`src/assert_macros.svh`:
```
// Assertion macros used by the checked RTL file, the pose frame transform top level.
`ifndef ASSERT_MACROS_SVH
`define ASSERT_MACROS_SVH

// Checks an expression at every clock edge outside reset.
`define ASSERT_ALWAYS(lbl, expr, msg) \
    lbl: assert property (@(posedge aclk) disable iff (!aresetn) (expr)) else $error(msg);

// Checks that the consequent holds whenever the antecedent does.
`define ASSERT_IMPLIES(lbl, ante, cons, msg) \
    lbl: assert property (@(posedge aclk) disable iff (!aresetn) (ante) |-> (cons)) \
        else $error(msg);

`endif

```
`src/pft_pkg.sv`:
```
// Types, constants and the arctangent table of the pose frame transform.
`default_nettype none

package pft_pkg;

    localparam int COORD_IN_W   = 32;
    localparam int HEAD_W       = 16;
    localparam int DIFF_W       = COORD_IN_W + 1;
    localparam int GUARD        = 8;
    localparam int VEC_W        = 44;
    localparam int ANG_W        = 32;
    localparam int GAIN_W       = 21;
    localparam int GAIN_SHIFT   = 20;
    localparam int PROD_W       = VEC_W + GAIN_W;
    localparam int SHIFT_TOTAL  = GAIN_SHIFT + GUARD;
    localparam int RND_W        = PROD_W - SHIFT_TOTAL;
    localparam int SUM_W        = RND_W + 1;
    localparam int ATAN_ENTRIES = 32;

    localparam logic signed [GAIN_W-1:0] GAIN_Q20 = 21'sd636751;

    localparam logic OP_L2G = 1'b0;
    localparam logic OP_G2L = 1'b1;

    localparam logic [1:0] QUAD_0 = 2'd0;
    localparam logic [1:0] QUAD_1 = 2'd1;
    localparam logic [1:0] QUAD_2 = 2'd2;
    localparam logic [1:0] QUAD_3 = 2'd3;

    typedef struct packed {
        logic signed [VEC_W-1:0] x;
        logic signed [VEC_W-1:0] y;
        logic signed [ANG_W-1:0] r;
    } pft_rot_t;

    typedef struct packed {
        logic                         op;
        logic signed [COORD_IN_W-1:0] ref_x;
        logic signed [COORD_IN_W-1:0] ref_y;
        logic        [HEAD_W-1:0]     heading;
        logic        [COORD_IN_W-1:0] curvature;
        logic        [COORD_IN_W-1:0] arc_length;
    } pft_side_t;

    function automatic logic [ANG_W-1:0] pft_atan(input logic [4:0] idx);
        logic [ANG_W-1:0] v;
        case (idx)
            5'd0:    v = 32'h20000000;
            5'd1:    v = 32'h12E4051D;
            5'd2:    v = 32'h09FB385B;
            5'd3:    v = 32'h051111D4;
            5'd4:    v = 32'h028B0D43;
            5'd5:    v = 32'h0145D7E1;
            5'd6:    v = 32'h00A2F61E;
            5'd7:    v = 32'h00517C55;
            5'd8:    v = 32'h0028BE53;
            5'd9:    v = 32'h00145F2E;
            5'd10:   v = 32'h000A2F98;
            5'd11:   v = 32'h000517CC;
            5'd12:   v = 32'h00028BE6;
            5'd13:   v = 32'h000145F3;
            5'd14:   v = 32'h0000A2F9;
            5'd15:   v = 32'h0000517C;
            5'd16:   v = 32'h000028BE;
            5'd17:   v = 32'h0000145F;
            5'd18:   v = 32'h00000A2F;
            5'd19:   v = 32'h00000517;
            5'd20:   v = 32'h0000028B;
            5'd21:   v = 32'h00000145;
            5'd22:   v = 32'h000000A2;
            5'd23:   v = 32'h00000051;
            5'd24:   v = 32'h00000028;
            5'd25:   v = 32'h00000014;
            5'd26:   v = 32'h0000000A;
            5'd27:   v = 32'h00000005;
            5'd28:   v = 32'h00000002;
            5'd29:   v = 32'h00000001;
            default: v = 32'h00000000;
        endcase
        return v;
    endfunction

endpackage

`default_nettype wire

```
`src/pft_cordic_stage.sv`:
```
// One registered CORDIC micro-rotation stage with its own valid and ready.
`default_nettype none

module pft_cordic_stage
    import pft_pkg::*;
#(
    parameter int STAGE = 0
) (
    input  wire logic      aclk,
    input  wire logic      aresetn,
    input  wire logic      in_vld,
    input  wire pft_rot_t  in_rot,
    input  wire pft_side_t in_side,
    output logic           in_rdy,
    output logic           out_vld,
    output pft_rot_t       out_rot,
    output pft_side_t      out_side,
    input  wire logic      out_rdy
);

    localparam int SHIFT = STAGE % ATAN_ENTRIES;

    logic                    vld_reg;
    pft_rot_t                rot_reg;
    pft_side_t               side_reg;
    pft_rot_t                rot_next;
    logic signed [VEC_W-1:0] dx;
    logic signed [VEC_W-1:0] dy;
    logic signed [ANG_W-1:0] step;

    assign in_rdy = !vld_reg || out_rdy;

    always_comb begin
        dx   = in_rot.y >>> SHIFT;
        dy   = in_rot.x >>> SHIFT;
        step = $signed(pft_atan(5'(SHIFT)));
        if (!in_rot.r[ANG_W-1]) begin
            rot_next.x = in_rot.x - dx;
            rot_next.y = in_rot.y + dy;
            rot_next.r = in_rot.r - step;
        end else begin
            rot_next.x = in_rot.x + dx;
            rot_next.y = in_rot.y - dy;
            rot_next.r = in_rot.r + step;
        end
    end

    always_ff @(posedge aclk) begin
        if (!aresetn) begin
            vld_reg <= 1'b0;
        end else if (in_rdy) begin
            vld_reg <= in_vld;
        end
    end

    always_ff @(posedge aclk) begin
        if (in_rdy && in_vld) begin
            rot_reg  <= rot_next;
            side_reg <= in_side;
        end
    end

    assign out_vld  = vld_reg;
    assign out_rot  = rot_reg;
    assign out_side = side_reg;

endmodule

`default_nettype wire

```
`config.mk`:
```
export PLATFORM = sky130hd
export DESIGN_NAME = pft_cordic_stage
export DESIGN_NICKNAME = d
export VERILOG_FILES = /design/src/assert_macros.svh /design/src/pft_pkg.sv /design/src/pft_cordic_stage.sv
export SDC_FILE = /design/constraint.sdc
export NUM_CORES = 1
export LEC_CHECK = 0
export BUFFER_PORTS_ARGS = -buffer_cell sky130_fd_sc_hd__buf_2
export CAP_MARGIN = 20
export CELL_PAD_IN_SITES_DETAIL_PLACEMENT = 0
export CELL_PAD_IN_SITES_GLOBAL_PLACEMENT = 1
export CORE_MARGIN = 2
export CORE_UTILIZATION = 39
export DETAILED_ROUTE_END_ITERATION = 6
export PLACE_DENSITY = 0.77
export RECOVER_POWER = 25
export SKIP_CTS_REPAIR_TIMING = 1
export SYNTH_ARGS = -nofsm -noshare
export SYNTH_HDL_FRONTEND = slang
export SYNTH_SLANG_ARGS = --single-unit
```
`constraint.sdc`:
```
create_clock -name aclk -period 8.73 [get_ports aclk]
set_clock_uncertainty 0.05 [all_clocks]
set_input_delay 1.3095 -clock aclk [delete_from_list [all_inputs] [get_ports aclk]]
set_output_delay 1.3095 -clock aclk [all_outputs]
set_load 0.02 [all_outputs]
```
==> results.ini <==
[sta]
rsz0062_at_grt=no
worst_slew_pin_slew_ps=4610
finalSetupViolCount=0
maxSlewViolCount=63
fmax_mhz=172.8
maxSlewHeadroom_pct=-207.3
setup_tns_ps=0
period_needed_ps=5787
fin_crit_sh_pct=66.29
hold_violations=0

[synth]
synthesis.area_sq_um=16270
syn-instance-count=1577
ys_ff_latch=265
avgSynthCellArea_sq_um=10.32
ys_warn_count=0
synth_edf_count=264
ys.flop_type=edfxtp_1
yosysUniqueCellTypes=73
syn_nets=1979
synth_seq_area_share_pct=48.84
synthArstFlopShare_pct=0

[finish]
final_cells=2642
multi_input_area_sq_um=7487
finalNetCount=2483
drive_gt1_share_pct=27.26
fillers=3909
final_cell_area_sq_um=20420
syn2layout_area_growth_pct=25.47
post-route-util_pct=49.77
ff_latch_area_sq_um=7948

[global_routing]
grt_start_max_net_pins=140
grt.overflow.total=0
grt_pass1_wl_um=105700
antenna_found_initial=15
gr-usage-all-layers_pct=33.50
first_global_vias=14420

[power]
totalPowerFinal_w=0.004048
p_leak_nw=8.656
peakVddDrop_v=0.0001772
pwr_density_cell_nw_per_um2=198.3

[outcome]
status=finished with violations
violations=max-capacitance violations, max-slew violations

[clock_tree]
clk_latency_ps=590
htree_num_levels=1
clock_sinks=265
cts_root_buf=clkbuf_16
clkTransAtPathRegs_ps=60
cts_tree=yes
cts_buffer_depth=3
cts_buffers=31

[drt]
route.detailed.wl_per_inst_um=28.58
wl_um=75520
antenna_left=0
drtPass1Iterations=5
vias_per_cell=5.765
drc_errors=0
vias=15230
dr.first_iter.drc_count=1591

[job]
maxCapViolCount=1

[worst_setup_path]
cpMaxStageDelayCell=and2_0
slowest_delay_ps=3270
path_max_fanout=64
r2r_slack_ps=3430
criticalPathCategory=input port to flip-flop
cp_top_family=simple AND/OR/NAND/NOR gates
crit_required_ps=8900
crit_chain=buf_2 -> nand2b_1 -> and2_0 -> buf_4
regToRegEndpoint=out_side[134]
startpoint_type=input port
crit_arrival_ps=5960
endpoint_kind=flip-flop
critPathBufInv=2
reg2reg_depth=3
r2r-start=out_vld

[die]
coreArea_sq_um=41020
die_h_um=208.3
io_pins=536
dieArea_sq_um=43370
rows=74
fp.dieW_um=208.3
floorplan.initialDensity_pct=39.67

[placement]
place_inst=2580
hpwlAfterDp_um=60680
port_buffers=535
gp_congestion=0.9889
post_dp_cell_area_sq_um=19390

[worst_hold_path]
hold-path-cell-count=2
hold_end=out_vld
hold_path.class=flip-flop to flip-flop
hp-start=out_vld

-- logic make-up after synthesis --
group / count (synthesis) / synth area share [%]
multiplexers: 18 / 1.130
buffers and inverters: 215 / 5.144
adder cells (fa/ha/maj): 133 / 10.41
AND/OR/NAND/NOR: 352 / 10.12
flip-flops: 265 / 48.84
XOR/XNOR: 83 / 4.468
AO/OA/AOI/OAI: 511 / 19.88
-- worst max-delay path by stage --
stage / from / endpoint / slack [ps] / cells after the start
2_1_floorplan: out_rdy / out_rot[0] / 430 / 2
6_report: out_rdy / out_side[134] / 2940 / 4
5_1_grt: out_rdy / out_rot[75] / 2510 / 4
4_1_cts: in_rot[37] / out_rot[66] / 4300 / 12
3_3_place_gp: in_rot[37] / out_rot[117] / 3680 / 12
3_5_place_dp: in_rot[37] / out_rot[66] / 3650 / 12
-- tightest hold or removal path, stage by stage, from the launching register on --
cell and delay [ps]:
dfxtp_1 320, nand2b_1 130, a21boi_0 100
-- routing by layer --
layer	track usage (%)	share of wire (%)	vias up	wire, um
li1	-	-	6786	-
met1	44.28	41	7522	31200
met2	55.45	47	781	35620
met3	7.487	8.3	130	6238
met4	9.005	3.1	12	2378
met5	0	0.10	-	77
-- layout make-up --
cell class	instances	area share (%)
inverter	144	2.648
tap	532	3.260
clock inverter	21	1.299
sequential	265	38.93
timing repair buffer	542	13.23
multi-input combinational	1097	36.67
clock buffer	37	3.910
antenna	4	0.04903
-- state kept, by name, summed over array words and instances, names as in the netlist --
register	cells
out_rot	119
out_side	145
out_vld	1
-- layout by cell type (no fill, tap or decap), drive strengths merged, types with 5 or more instances in the layout --
cell | synthesis | layout
a211oi | 21 | 21
a21boi | 7 | 7
a21o | 27 | 27
a21oi | 175 | 175
a221oi | 6 | 6
a311oi | 5 | 5
a31oi | 14 | 14
buf | 28 | 508
bufinv | 0 | 5
clkbuf | 43 | 71
clkinv | 4 | 16
edfxtp | 264 | 264
ha | 129 | 129
inv | 140 | 141
mux2i | 15 | 15
nand2 | 78 | 78
nand2b | 14 | 14
nand3 | 22 | 22
nand4 | 32 | 32
nor2 | 129 | 129
nor2b | 19 | 19
nor3 | 28 | 28
nor4 | 11 | 11
o2111ai | 5 | 5
o211ai | 15 | 15
o21a | 22 | 22
o21ai | 109 | 109
o21bai | 38 | 38
o221ai | 10 | 10
o31a | 7 | 7
o31ai | 16 | 16
or2 | 5 | 5
xnor2 | 78 | 78
xor2 | 5 | 5
-- power by group --
| part | internal (W) | switching (W) | total [W] | leakage (nW) |
|---|---|---|---|---|
| registers | 0.00155 | 0.0000427 | 0.00159 | 2.56 |
| clock network | 0.000805 | 0.000573 | 0.00138 | 0.506 |
| logic | 0.000338 | 0.000737 | 0.00108 | 5.59 |
-- through the flow --
stage	worst slack, ps	hold WS (ps)
CTS	4298	556.3
floorplan	427.0	699.6
global placement	3683	533.0
finish	2943	547.0
detailed placement	3648	544.3
global route	2515	565.3
-- Yosys cell counts (14+ instances only) --
master	count	area, sq um
o21bai_1	38	285.3
o21ai_0	103	515.5
nor2b_1	19	118.9
xnor2_1	78	683.2
nor3_1	28	140.1
a21oi_1	175	875.8
ha_1	129	1614
nor2_1	129	484.2
edfxtp_1	264	7928
nand2_1	78	292.8
clkbuf_1	43	161.4
o21a_1	22	165.2
mux2i_1	15	150.1
a21o_1	27	202.7
nand4_1	32	200.2
inv_1	139	521.8
o31ai_1	15	112.6
a211oi_1	20	150.1
a31oi_1	14	87.58
nand3_1	22	110.1
buf_2	15	75.07
o211ai_1	14	105.1
nand2b_1	14	87.58
(Power assumes the default switching activity.)
